`src/hw/rtl/ofw_pkg.sv`:
```
`timescale 1ns / 1ps
`default_nettype none

package ofw_pkg;

    // Ring depth and the widths that follow from it.
    localparam int FRAME_MAX = 64;
    localparam int RING_AW   = $clog2(FRAME_MAX);
    localparam int LEN_W     = $clog2(FRAME_MAX + 1);

    // Fixed field widths.
    localparam int SAMPLE_W    = 16;
    localparam int COEF_W      = 16;
    localparam int WIN_AW      = 6;
    localparam int WIN_DEPTH   = 1 << WIN_AW;
    localparam int POS_W       = 6;
    localparam int FRAME_NUM_W = 16;
    localparam int REG_W       = 7;
    localparam int CFG_IDX_W   = 2;
    localparam int CFG_DATA_W  = 7;

    // Windowing arithmetic: Q1.15 coefficient, round half up.
    localparam int PROD_W     = SAMPLE_W + COEF_W + 2;
    localparam int FRAC_BITS  = 15;
    localparam int ROUND_BIAS = 1 << (FRAC_BITS - 1);

    // Configuration register indices.
    localparam logic [CFG_IDX_W-1:0] CFG_FRAME_LEN = 2'd0;
    localparam logic [CFG_IDX_W-1:0] CFG_HOP       = 2'd1;
    localparam logic [CFG_IDX_W-1:0] CFG_WINDOW_ON = 2'd2;

    // Input item kinds.
    localparam logic REQ_SAMPLE = 1'b0;
    localparam logic REQ_COEF   = 1'b1;

    // Frame length as actually used: zero acts as one, oversize is clamped.
    function automatic logic [LEN_W-1:0] eff_len(input logic [REG_W-1:0] frame_len);
        logic [LEN_W-1:0] len;
        if (frame_len == '0) begin
            len = LEN_W'(1);
        end else if (frame_len > REG_W'(FRAME_MAX)) begin
            len = LEN_W'(FRAME_MAX);
        end else begin
            len = LEN_W'(frame_len);
        end
        return len;
    endfunction

    // Hop as actually used: zero means one frame length.
    function automatic logic [REG_W-1:0] eff_hop(input logic [REG_W-1:0] hop,
                                                input logic [REG_W-1:0] frame_len);
        logic [REG_W-1:0] h;
        if (hop == '0) begin
            h = REG_W'(eff_len(frame_len));
        end else begin
            h = hop;
        end
        return h;
    endfunction

endpackage

`default_nettype wire

```
`src/hw/rtl/ofw_mac.sv`:
```
`timescale 1ns / 1ps
`default_nettype none

// Shared windowing unit: one registered multiply, then rounding and saturation.
module ofw_mac (
    input  wire logic                                aclk,
    input  wire logic                                en,
    input  wire logic                                window_on,
    input  wire logic signed [ofw_pkg::SAMPLE_W-1:0] raw,
    input  wire logic [ofw_pkg::COEF_W-1:0]          coef,
    output logic signed [ofw_pkg::SAMPLE_W-1:0]      value
);

    localparam int HI_W = ofw_pkg::PROD_W - ofw_pkg::FRAC_BITS;

    logic signed [ofw_pkg::COEF_W:0]     coef_s;
    logic signed [ofw_pkg::PROD_W-1:0]   raw_ext;
    logic signed [ofw_pkg::PROD_W-1:0]   coef_ext;
    logic signed [ofw_pkg::PROD_W-1:0]   prod_reg;
    logic signed [ofw_pkg::SAMPLE_W-1:0] raw_reg;
    logic signed [ofw_pkg::PROD_W-1:0]   rounded;
    logic signed [HI_W-1:0]              quot;
    logic                                overflow;
    logic signed [ofw_pkg::SAMPLE_W-1:0] sat;

    assign coef_s = $signed({1'b0, coef});

    // Both operands are sign-extended to the full product width first.
    assign raw_ext  = ofw_pkg::PROD_W'(raw);
    assign coef_ext = ofw_pkg::PROD_W'(coef_s);

    always_ff @(posedge aclk) begin
        if (en) begin
            prod_reg <= raw_ext * coef_ext;
            raw_reg  <= raw;
        end
    end

    // Arithmetic shift gives the floor of the biased product.
    assign rounded = prod_reg + ofw_pkg::PROD_W'(ofw_pkg::ROUND_BIAS);
    assign quot    = rounded[ofw_pkg::PROD_W-1:ofw_pkg::FRAC_BITS];

    assign overflow = (quot[HI_W-1:ofw_pkg::SAMPLE_W-1]
                       != {(HI_W - ofw_pkg::SAMPLE_W + 1){quot[ofw_pkg::SAMPLE_W-1]}});

    always_comb begin
        if (overflow) begin
            sat = quot[HI_W-1] ? $signed({1'b1, {(ofw_pkg::SAMPLE_W-1){1'b0}}})
                               : $signed({1'b0, {(ofw_pkg::SAMPLE_W-1){1'b1}}});
        end else begin
            sat = quot[ofw_pkg::SAMPLE_W-1:0];
        end
    end

    assign value = window_on ? sat : raw_reg;

endmodule

`default_nettype wire

```
`src/hw/rtl/overlapped_frame_windower.sv`:
```
`timescale 1ns / 1ps
`default_nettype none

// Overlapped frame windower.
// A sample item that does not finish a frame, and any coefficient item, leaves the input ready
// for the next item. A sample that finishes a frame of L samples is followed by L result items,
// each through ring read, shared multiply and output load, which an output stall holds; no input
// item is taken until the last result of the frame has been loaded into the output register.
// Reset (aresetn low, synchronous) sets frame_len 64, hop 0, window off and clears framing.
module overlapped_frame_windower (
    input  wire logic                                     aclk,
    input  wire logic                                     aresetn,

    input  wire logic                                     s_valid,
    output logic                                          s_ready,
    input  wire logic                                     s_req_type,
    input  wire logic                                     s_first,
    input  wire logic signed [ofw_pkg::SAMPLE_W-1:0]      s_sample,
    input  wire logic [ofw_pkg::WIN_AW-1:0]               s_coef_index,
    input  wire logic [ofw_pkg::COEF_W-1:0]               s_coef_value,

    output logic                                          m_valid,
    input  wire logic                                     m_ready,
    output logic signed [ofw_pkg::SAMPLE_W-1:0]           m_value,
    output logic [ofw_pkg::FRAME_NUM_W-1:0]               m_frame_number,
    output logic [ofw_pkg::POS_W-1:0]                     m_position,
    output logic                                          m_last,

    input  wire logic                                     cfg_valid,
    output logic                                          cfg_ready,
    input  wire logic [ofw_pkg::CFG_IDX_W-1:0]            cfg_index,
    input  wire logic [ofw_pkg::CFG_DATA_W-1:0]           cfg_data
);

    // The sequencer walks one frame, one sample at a time, through the shared
    // windowing unit. Only one input item is in flight at a time.
    typedef enum logic [1:0] {ST_IDLE, ST_READ, ST_MUL, ST_EMIT} state_t;

    state_t                              state_reg, state_next;
    logic [ofw_pkg::REG_W-1:0]           frame_len_reg, frame_len_next;
    logic [ofw_pkg::REG_W-1:0]           hop_reg, hop_next;
    logic                                window_on_reg, window_on_next;
    logic [ofw_pkg::RING_AW-1:0]         wp_reg, wp_next;
    logic [ofw_pkg::REG_W-1:0]           cnt_reg, cnt_next;
    logic [ofw_pkg::FRAME_NUM_W-1:0]     fc_reg, fc_next;
    logic [ofw_pkg::RING_AW-1:0]         k_reg, k_next;
    logic [ofw_pkg::RING_AW-1:0]         start_reg, start_next;
    logic [ofw_pkg::LEN_W-1:0]           len_act_reg, len_act_next;
    logic [ofw_pkg::FRAME_NUM_W-1:0]     frame_num_reg, frame_num_next;
    logic                                m_valid_reg, m_valid_next;
    logic signed [ofw_pkg::SAMPLE_W-1:0] m_value_reg, m_value_next;
    logic [ofw_pkg::FRAME_NUM_W-1:0]     m_frame_number_reg, m_frame_number_next;
    logic [ofw_pkg::POS_W-1:0]           m_position_reg, m_position_next;
    logic                                m_last_reg, m_last_next;

    // Sample ring and window table; neither is cleared, and the block does not check
    // that an entry has been written before it is read.
    logic [ofw_pkg::SAMPLE_W-1:0]        ring_mem [ofw_pkg::FRAME_MAX];
    logic [ofw_pkg::COEF_W-1:0]          win_mem  [ofw_pkg::WIN_DEPTH];
    logic [ofw_pkg::SAMPLE_W-1:0]        ring_rd_reg;
    logic [ofw_pkg::COEF_W-1:0]          win_rd_reg;

    logic                                s_accept;
    logic                                sample_acc;
    logic                                coef_acc;
    logic                                cfg_acc;
    logic [ofw_pkg::RING_AW-1:0]         wp_eff;
    logic [ofw_pkg::REG_W-1:0]           cnt_eff;
    logic [ofw_pkg::FRAME_NUM_W-1:0]     fc_eff;
    logic [ofw_pkg::LEN_W-1:0]           len_now;
    logic [ofw_pkg::RING_AW-1:0]         ring_raddr;
    logic                                out_load;
    logic                                k_last;
    logic                                mac_en;
    logic signed [ofw_pkg::SAMPLE_W-1:0] mac_value;

    assign s_ready    = (state_reg == ST_IDLE);
    assign cfg_ready  = 1'b1;
    assign s_accept   = s_valid && s_ready;
    assign sample_acc = s_accept && (s_req_type == ofw_pkg::REQ_SAMPLE);
    assign coef_acc   = s_accept && (s_req_type == ofw_pkg::REQ_COEF);
    assign cfg_acc    = cfg_valid && cfg_ready;

    // A first flag restarts the write pointer, countdown and frame count
    // before the sample itself is stored.
    assign len_now = ofw_pkg::eff_len(frame_len_reg);
    assign wp_eff  = s_first ? '0 : wp_reg;
    assign cnt_eff = s_first ? ofw_pkg::REG_W'(len_now) : cnt_reg;
    assign fc_eff  = s_first ? '0 : fc_reg;

    assign ring_raddr = start_reg + k_reg;
    assign k_last     = ({1'b0, k_reg} == (len_act_reg - ofw_pkg::LEN_W'(1)));
    assign out_load   = (state_reg == ST_EMIT) && (!m_valid_reg || m_ready);
    assign mac_en     = (state_reg == ST_MUL);

    always_ff @(posedge aclk) begin
        if (sample_acc) begin
            ring_mem[wp_eff] <= s_sample;
        end
        ring_rd_reg <= ring_mem[ring_raddr];
    end

    always_ff @(posedge aclk) begin
        if (coef_acc) begin
            win_mem[s_coef_index] <= s_coef_value;
        end
        win_rd_reg <= win_mem[k_reg];
    end

    ofw_mac u_mac (
        .aclk      (aclk),
        .en        (mac_en),
        .window_on (window_on_reg),
        .raw       ($signed(ring_rd_reg)),
        .coef      (win_rd_reg),
        .value     (mac_value)
    );

    always_comb begin
        state_next          = state_reg;
        frame_len_next      = frame_len_reg;
        hop_next            = hop_reg;
        window_on_next      = window_on_reg;
        wp_next             = wp_reg;
        cnt_next            = cnt_reg;
        fc_next             = fc_reg;
        k_next              = k_reg;
        start_next          = start_reg;
        len_act_next        = len_act_reg;
        frame_num_next      = frame_num_reg;
        m_valid_next        = m_valid_reg;
        m_value_next        = m_value_reg;
        m_frame_number_next = m_frame_number_reg;
        m_position_next     = m_position_reg;
        m_last_next         = m_last_reg;

        unique case (state_reg)
            ST_IDLE: begin
                if (sample_acc) begin
                    wp_next = wp_eff + ofw_pkg::RING_AW'(1);
                    fc_next = fc_eff;
                    if (cnt_eff > ofw_pkg::REG_W'(1)) begin
                        cnt_next = cnt_eff - ofw_pkg::REG_W'(1);
                    end else begin
                        // This sample closes a frame: the frame starts len
                        // entries behind the updated write pointer.
                        len_act_next   = len_now;
                        start_next     = wp_eff + ofw_pkg::RING_AW'(1)
                                         - len_now[ofw_pkg::RING_AW-1:0];
                        k_next         = '0;
                        frame_num_next = fc_eff;
                        fc_next        = fc_eff + ofw_pkg::FRAME_NUM_W'(1);
                        cnt_next       = ofw_pkg::eff_hop(hop_reg, frame_len_reg);
                        state_next     = ST_READ;
                    end
                end
            end
            ST_READ: begin
                state_next = ST_MUL;
            end
            ST_MUL: begin
                state_next = ST_EMIT;
            end
            ST_EMIT: begin
                if (out_load) begin
                    if (k_last) begin
                        state_next = ST_IDLE;
                    end else begin
                        k_next     = k_reg + ofw_pkg::RING_AW'(1);
                        state_next = ST_READ;
                    end
                end
            end
            default: begin
                state_next = ST_IDLE;
            end
        endcase

        // Output register: loaded from the windowing unit, emptied when taken.
        if (out_load) begin
            m_valid_next        = 1'b1;
            m_value_next        = mac_value;
            m_frame_number_next = frame_num_reg;
            m_position_next     = ofw_pkg::POS_W'(k_reg);
            m_last_next         = k_last;
        end else if (m_ready) begin
            m_valid_next = 1'b0;
        end

        // Register writes; a new frame length or hop restarts framing.
        if (cfg_acc) begin
            unique case (cfg_index)
                ofw_pkg::CFG_FRAME_LEN: begin
                    frame_len_next = ofw_pkg::REG_W'(cfg_data);
                    wp_next        = '0;
                    fc_next        = '0;
                    cnt_next       = ofw_pkg::REG_W'(ofw_pkg::eff_len(ofw_pkg::REG_W'(cfg_data)));
                end
                ofw_pkg::CFG_HOP: begin
                    hop_next = ofw_pkg::REG_W'(cfg_data);
                    wp_next  = '0;
                    fc_next  = '0;
                    cnt_next = ofw_pkg::REG_W'(len_now);
                end
                ofw_pkg::CFG_WINDOW_ON: begin
                    window_on_next = cfg_data[0];
                end
                default: begin
                end
            endcase
        end
    end

    always_ff @(posedge aclk) begin
        if (!aresetn) begin
            state_reg     <= ST_IDLE;
            frame_len_reg <= ofw_pkg::REG_W'(ofw_pkg::FRAME_MAX);
            hop_reg       <= '0;
            window_on_reg <= 1'b0;
            wp_reg        <= '0;
            cnt_reg       <= ofw_pkg::REG_W'(ofw_pkg::FRAME_MAX);
            fc_reg        <= '0;
            k_reg         <= '0;
            len_act_reg   <= ofw_pkg::LEN_W'(1);
            m_valid_reg   <= 1'b0;
        end else begin
            state_reg     <= state_next;
            frame_len_reg <= frame_len_next;
            hop_reg       <= hop_next;
            window_on_reg <= window_on_next;
            wp_reg        <= wp_next;
            cnt_reg       <= cnt_next;
            fc_reg        <= fc_next;
            k_reg         <= k_next;
            len_act_reg   <= len_act_next;
            m_valid_reg   <= m_valid_next;
        end
        start_reg          <= start_next;
        frame_num_reg      <= frame_num_next;
        m_value_reg        <= m_value_next;
        m_frame_number_reg <= m_frame_number_next;
        m_position_reg     <= m_position_next;
        m_last_reg         <= m_last_next;
    end

    assign m_valid        = m_valid_reg;
    assign m_value        = m_value_reg;
    assign m_frame_number = m_frame_number_reg;
    assign m_position     = m_position_reg;
    assign m_last         = m_last_reg;

    // The position counter never runs past the end of the frame being emitted.
    assert property (@(posedge aclk) disable iff (!aresetn)
        (state_reg != ST_IDLE) |-> ({1'b0, k_reg} < len_act_reg))
        else $error("position counter beyond frame length");

    // Loading the final result of a frame frees the input side.
    assert property (@(posedge aclk) disable iff (!aresetn)
        (out_load && k_last) |=> s_ready)
        else $error("input not ready after final result of frame");

    // A frame walk only ever starts from an accepted audio sample.
    assert property (@(posedge aclk) disable iff (!aresetn)
        $rose(state_reg != ST_IDLE) |-> $past(sample_acc))
        else $error("frame walk started without an audio sample");

endmodule

`default_nettype wire
```
`config.mk`:
```
export PLATFORM = sky130hd
export DESIGN_NAME = overlapped_frame_windower
export DESIGN_NICKNAME = d
export VERILOG_FILES = /design/src/hw/rtl/ofw_pkg.sv /design/src/hw/rtl/ofw_mac.sv /design/src/hw/rtl/overlapped_frame_windower.sv
export SDC_FILE = /design/constraint.sdc
export NUM_CORES = 2
export LEC_CHECK = 0
export ABC_AREA = 1
export ABC_CLOCK_PERIOD_IN_PS = 11300
export BUFFER_PORTS_ARGS = -buffer_cell sky130_fd_sc_hd__buf_2
export CAP_MARGIN = 20
export CORE_UTILIZATION = 35
export DETAILED_ROUTE_END_ITERATION = 12
export GPL_ROUTABILITY_DRIVEN = 1
export GPL_TIMING_DRIVEN = 0
export PLACE_DENSITY = 0.46
export SETUP_SLACK_MARGIN = 0.1
export SYNTH_ARGS = -nofsm -noshare
export SYNTH_HDL_FRONTEND = slang
export SYNTH_SLANG_ARGS = --single-unit
```
`constraint.sdc`:
```
create_clock -name aclk -period 11.3 [get_ports aclk]
set_input_delay 2.26 -clock aclk [delete_from_list [all_inputs] [get_ports aclk]]
set_output_delay 2.26 -clock aclk [all_outputs]
set_load 0.02 [all_outputs]
```
Word level (Yosys, flattened, before mapping)
Memories as Yosys holds them, arrays and structs flattened. A register that Yosys moved wholly into a read port is not among the register bits.
Cells that the tools add are included.
{ "op_classes": {"add_sub_neg": 8, "n_mul": 1, "order_cmp": 3, "n_eq_ne": 11, "n_mux": 41, "n_bitwise": 2, "reduce_logical": 20} }
{ "ops": {"columns": ["operator", "n"], "rows": [
  ["16-bit 2-to-1 mux", 9],
  ["7-bit 2-to-1 mux", 10],
  ["6-bit 2-to-1 mux", 9],
  ["34-bit by 16-bit adder with 34-bit output (second input constant)", 1],
  ["16-bit by 17-bit multiplier with 33-bit output", 1],
  ["7-bit logical NOT", 3],
  ["16-bit by 1-bit adder with 16-bit output (second input constant)", 1],
  ["7-bit greater-than comparator (second input constant)", 2],
  ["7-bit case mux with 2 select lines", 1],
  ["7-bit by 1-bit subtractor with 7-bit output (second input constant)", 2],
  ["6-bit by 1-bit adder with 6-bit output (second input constant)", 2],
  ["6-bit case mux with 2 select lines", 1],
  ["2-bit case mux with 4 select lines", 1],
  ["6-bit by 7-bit == test with 1-bit output", 1],
  ["7-bit by 1-bit greater-than comparator with 1-bit output (second input constant)", 1],
  ["1-bit 2-to-1 mux", 7],
  ["6-bit adder", 1],
  ["2-bit == test (second input constant)", 3],
  ["2-bit 2-to-1 mux", 3],
  ["2-bit != test (second input constant)", 3],
  ["2-bit AND reduction", 3],
  ["3-bit AND reduction", 2],
  ["6-bit subtractor", 1],
  ["5-bit AND reduction", 1],
  ["10 further kinds", 17]
]} }
{ "word_totals": {"reg_bits": 171, "mem_bits_rw": 2048, "in_bits": 54, "n_memories": 2} }
{ "mem_list": {"columns": ["memory", "words", "width", "rd", "rd_clocked_by_memory_dff", "write_ports", "line", "source"], "rows": [
  ["ring_mem", 64, 16, 1, 1, 1, "overlapped_frame_windower.sv:58", "logic [ofw_pkg::SAMPLE_W-1:0] ring_mem [ofw_pkg::FRAME_MAX];"],
  ["win_mem", 64, 16, 1, 1, 1, "overlapped_frame_windower.sv:59", "logic [ofw_pkg::COEF_W-1:0] win_mem [ofw_pkg::WIN_DEPTH];"]
]} }

Depth between registers and ports, before layout
{ "logic_depth": {"word_depth": 10, "mapped_depth": 27} }

By module
A second synthesis with hierarchy kept.
{ "hier_totals": {"cells_unflattened": 8101, "area_unflattened_um2": 97697.4} }
{ "by_module_without_submodules": {"columns": ["module", "instances", "cells_each", "area_each_um2"], "rows": [
  ["overlapped_frame_windower", 1, 6629, 86580.5],
  ["ofw_mac", 1, 1472, 11116.9]
]} }

Worst setup path before layout
No wires, ideal clock.
{ "synth_path": {"path_kind": "reg2reg", "from": "register ring_rd_reg[1] (netlist name) (read register of ring_mem)", "to": "register u_mac.prod_reg[31] (netlist name) (data pin)", "setup_time_ns": 0.252, "arrival_time_ns": 5.304, "t_required_ns": 11.048, "setup_slack_ns": 5.744, "stages_incl_launch_ff": 24, "cell_sequence": "dfxtp_1 > clkbuf_1 > clkbuf_1 > nand2_1 > fa_1 > fa_1 > inv_1 > fa_1 > fa_1 > fa_1 > inv_1 > fa_1 > inv_1 > ha_1 > a21oi_1 > inv_1 > a21oi_1 > inv_1 > a21oi_1 > inv_1 > a31oi_1 > nand2_1 > nand2_1 > nand2_1"} }
{ "synth_between": {"elab_chain_len": 1} }
{ "synth_lines": {"columns": ["item", "line", "source"], "rows": [
  ["from (decl)", "overlapped_frame_windower.sv:60", "logic [ofw_pkg::SAMPLE_W-1:0] ring_rd_reg;"],
  ["16-bit by 17-bit multiplier with 33-bit output", "ofw_mac.sv:34", "prod_reg <= raw_ext * coef_ext;"],
  ["to (signal assigned)", "ofw_mac.sv:34", null],
  ["to (decl)", "ofw_mac.sv:19", "logic signed [ofw_pkg::PROD_W-1:0] prod_reg;"]
]} }
Every way passes these cells.
A chain may end at the register's enable or synchronous reset.

Worst setup path after layout
{ "layout_path": {"from": "register win_rd_reg[7] (netlist name) (read register of win_mem)", "to": "register u_mac.prod_reg[29] (netlist name) (data pin)"} }
{ "layout_between": {"elab_chain_len": 1} }
{ "layout_lines": {"columns": ["item", "line", "source"], "rows": [
  ["from (decl)", "overlapped_frame_windower.sv:61", "logic [ofw_pkg::COEF_W-1:0] win_rd_reg;"],
  ["16-bit by 17-bit multiplier with 33-bit output", "ofw_mac.sv:34", null]
]} }
Every way passes these cells.

==> results.md <==
* Commonest cells after routing, fill and taps aside: 2,144 x edfxtp_1, 1,195 x nor2_1, 1,140 x o21ai_0, 796 x nand2_1, 504 x clkbuf_1
* Post-DP HPWL at 253,000 µm
* Mux cell area share after synthesis at 0%
* Synth Cell Area at 97,500 µm²
* # Post-CTS Setup Buffers at 0
* Dpl cells at 12.0k
* Area contributors post-synth: edfxtp_1 66%, o21ai_0 5.9%, nor2_1 5.1%
* Root buf cell: clkbuf_16
* Max Clock Skew at 72.7 ps
* Core Util, Final at 40.9%
* Clk buf depth at 4
* Starting DRC count in detailed routing at 8,276
* Crit Path Max Fanout at 10
* Tmin final at 6910 ps
* Die width at 530 µm
* Period utilization at 61.1%
* Crit path arrival time at 7580 ps
* Io pins at 96
* Post-synthesis cell type count at 46
* Critical path's slowest cell: clkbuf_1
* Worst skew pair latency at 940 ps
* Post-Syn Instances at 8,075
* Worst EP required at 11,970 ps
* Clk sink count at 2,236
* Ys Warns at 0
* Largest stage delay on the critical path at 620 ps
* Post-Syn Nets at 8,463
* Final hold viol count at 0
* Share of layout cells above drive strength 1 at 8.55%
* Drt pass-1 iters at 6
* Total CTS buffers at 242
* First-pass GRT wire length at 505,000 µm
* Overall Global Routing Usage at 25.3%
* CORE AREA at 277,000 µm²
* Reg2Reg Depth at 23
* Status: finished, final reports clean
* Nature of the critical path endpoint: flop
* PortBufs at 93
* R2R Setup Slk at 4390 ps
* Area grow syn2layout at 16.1%
* GPL Wtd Cong at 0.939
* Post-CTS sizing at 0
* Xor/xnor share of the synthesized area at 0.521%
* Vias in the first global route at 66.0k
* Final Non-Filler Cells at 12.4k
* Crit path to: u_mac.prod_reg[29]
* Main synth FF type: edfxtp_1
* Gr ovfl total at 0
* Initial Util at 35.2%
* Die area at 281,000 µm²
* Antenna-violating nets left at 0
* Critical path type: flop to flop
* Overall via count from detail_route at 68.5k
* Final #Nets at 8,917
* Final setup vio count at 0
* RSZ-0062 raised after global routing: no
* Fmax at 0.145 GHz
* Hold_buf cts at 0
* DRC at 0
* WL per Instance at 29.1 µm
* Worst-Margin Slew at 1190 ps
* Post-Route WL at 362,000 µm
* Most frequent CP cell: fa_1
* Asr flop ratio synth at 0%
* Synth Area in Simple Gates at 10.4%
* Max Slew Vio Count at 0
* Initial antenna violation count at 22
* Most common cell after layout, fill and taps aside: edfxtp_1
* Relative slew margins at 20.5%
* Post-synth EDFFs at 2,144
* Setup_tns at 0 ps
* Synth Area in Compound Gates at 11.3%
* #FFs+latches synth at 2,236
* Startpoint types: flop
* HP Class: flop to flop
* Htree depth at 4
* Sequential area share after synthesis at 67.9%
* Clk slew on worst S/H paths at 60 ps
* R2R Path End: u_mac.prod_reg[29]
* DR vias/cell at 5.50
* Pin count of the biggest net entering global routing at 65
* Synth area leader: edfxtp_1
* Synth top area share at 66.1%
* Critical path cell sequence: clkbuf_1 -> clkbuf_1 -> nand2_1 -> fa_1 -> inv_1 -> fa_1 -> inv_1 -> fa_1 -> inv_1 -> fa_1 -> fa_1 -> inv_1 -> fa_1 -> inv_1 -> ha_1 -> a21oi_1 -> nor2_1 -> nor2_1 -> o21ai_0 -> a221oi_1 -> nand2_1 -> nand2_1 -> nand2_1
* Max Cap Viol at 0
* Mean Syn Cell Area at 12.1 µm²
* Largest family of logic cells by synthesized area: compound AO/OA/AOI/OAI gates
* Adder and majority gate portion of the synthesized area at 5.79%
* Number of core rows at 193
* Setup crit start: win_rd_reg[7]
* Die H at 530 µm
* FF-to-FF Start: win_rd_reg[7]
* CTS tree: built
-- through the flow --
stage	cell area, µm²	worst slack (ps)	hold WS [ps]
after global placement	103000	3980	408
after global routing	113000	4090	430
after CTS	113000	4480	405
after detailed placement	105000	4460	415
final	113000	4390	418
after floorplan	97500	5740	400
-- final cells by class --
cell class | instances | area [µm²]
repair buffers | 210 | 2730
multi-input cells | 4811 | 27800
fillers | 26400 | 164000
well taps | 3705 | 4640
inverters | 514 | 1930
clock inverters | 154 | 1360
flip-flops and latches | 2236 | 66200
clock buffers | 296 | 6410
plain buffers | 514 | 1990
diodes | 6 | 15.0
-- how the worst min path moves through the flow --
stage / endpoint / startpoint / depth (start not counted) / slack, ps
2_1_floorplan: m_frame_number[0] / frame_num_reg[0] / 0 / 400
4_1_cts: u_mac.raw_reg[12] / ring_rd_reg[12] / 0 / 400
3_3_place_gp: m_frame_number[4] / frame_num_reg[4] / 0 / 410
6_report: u_mac.raw_reg[12] / ring_rd_reg[12] / 0 / 420
3_5_place_dp: m_frame_number[10] / frame_num_reg[10] / 0 / 410
5_1_grt: m_frame_number[10] / frame_num_reg[10] / 0 / 430
-- Yosys cell counts, drive strengths merged (3+ instances only) --
cell / number
edfxtp: 2144
xor2: 38
a31oi: 7
nand4: 71
or2: 10
ha: 139
nand3: 264
nand2: 811
a21oi: 138
o21a: 3
o221ai: 256
nor3: 38
o21bai: 4
nor2: 1324
a21o: 3
inv: 509
buf: 52
o22ai: 228
clkbuf: 462
clkinv: 5
xnor2: 20
o21ai: 1168
fa: 195
dfxtp: 92
o211ai: 83
-- layer usage --
metal / track usage, % / part of all wire [%] / vias to the layer above
met5: 0 / 0 / -
met2: 40.4 / 46 / 3084
li1: - / - / 30000
met1: 34.6 / 42 / 34800
met4: 10.4 / 4.5 / 0
met3: 3.61 / 7.3 / 600
-- worst max-delay path: cells and delay by family, from the launching register on --
| kind | cells | cell delay [ps] |
|---|---|---|
| flip-flops | 1 | 310 |
| adder cells (fa/ha/maj) | 7 | 3500 |
| buffers and inverters | 7 | 1430 |
| AND/OR/NAND/NOR | 6 | 620 |
| AO/OA/AOI/OAI | 3 | 790 |
-- kinds of logic after synthesis --
logic type	count (synthesis)
AOI/OAI and AO/OA	1895
buffers and inverters	1028
other	1
adders and majority gates	334
DFF	2236
and+or+nand+nor	2523
xor gates and xnor gates	58
Power is not shown: default switching activity piles up to over one toggle a cycle in this logic, so the estimate is an artifact.
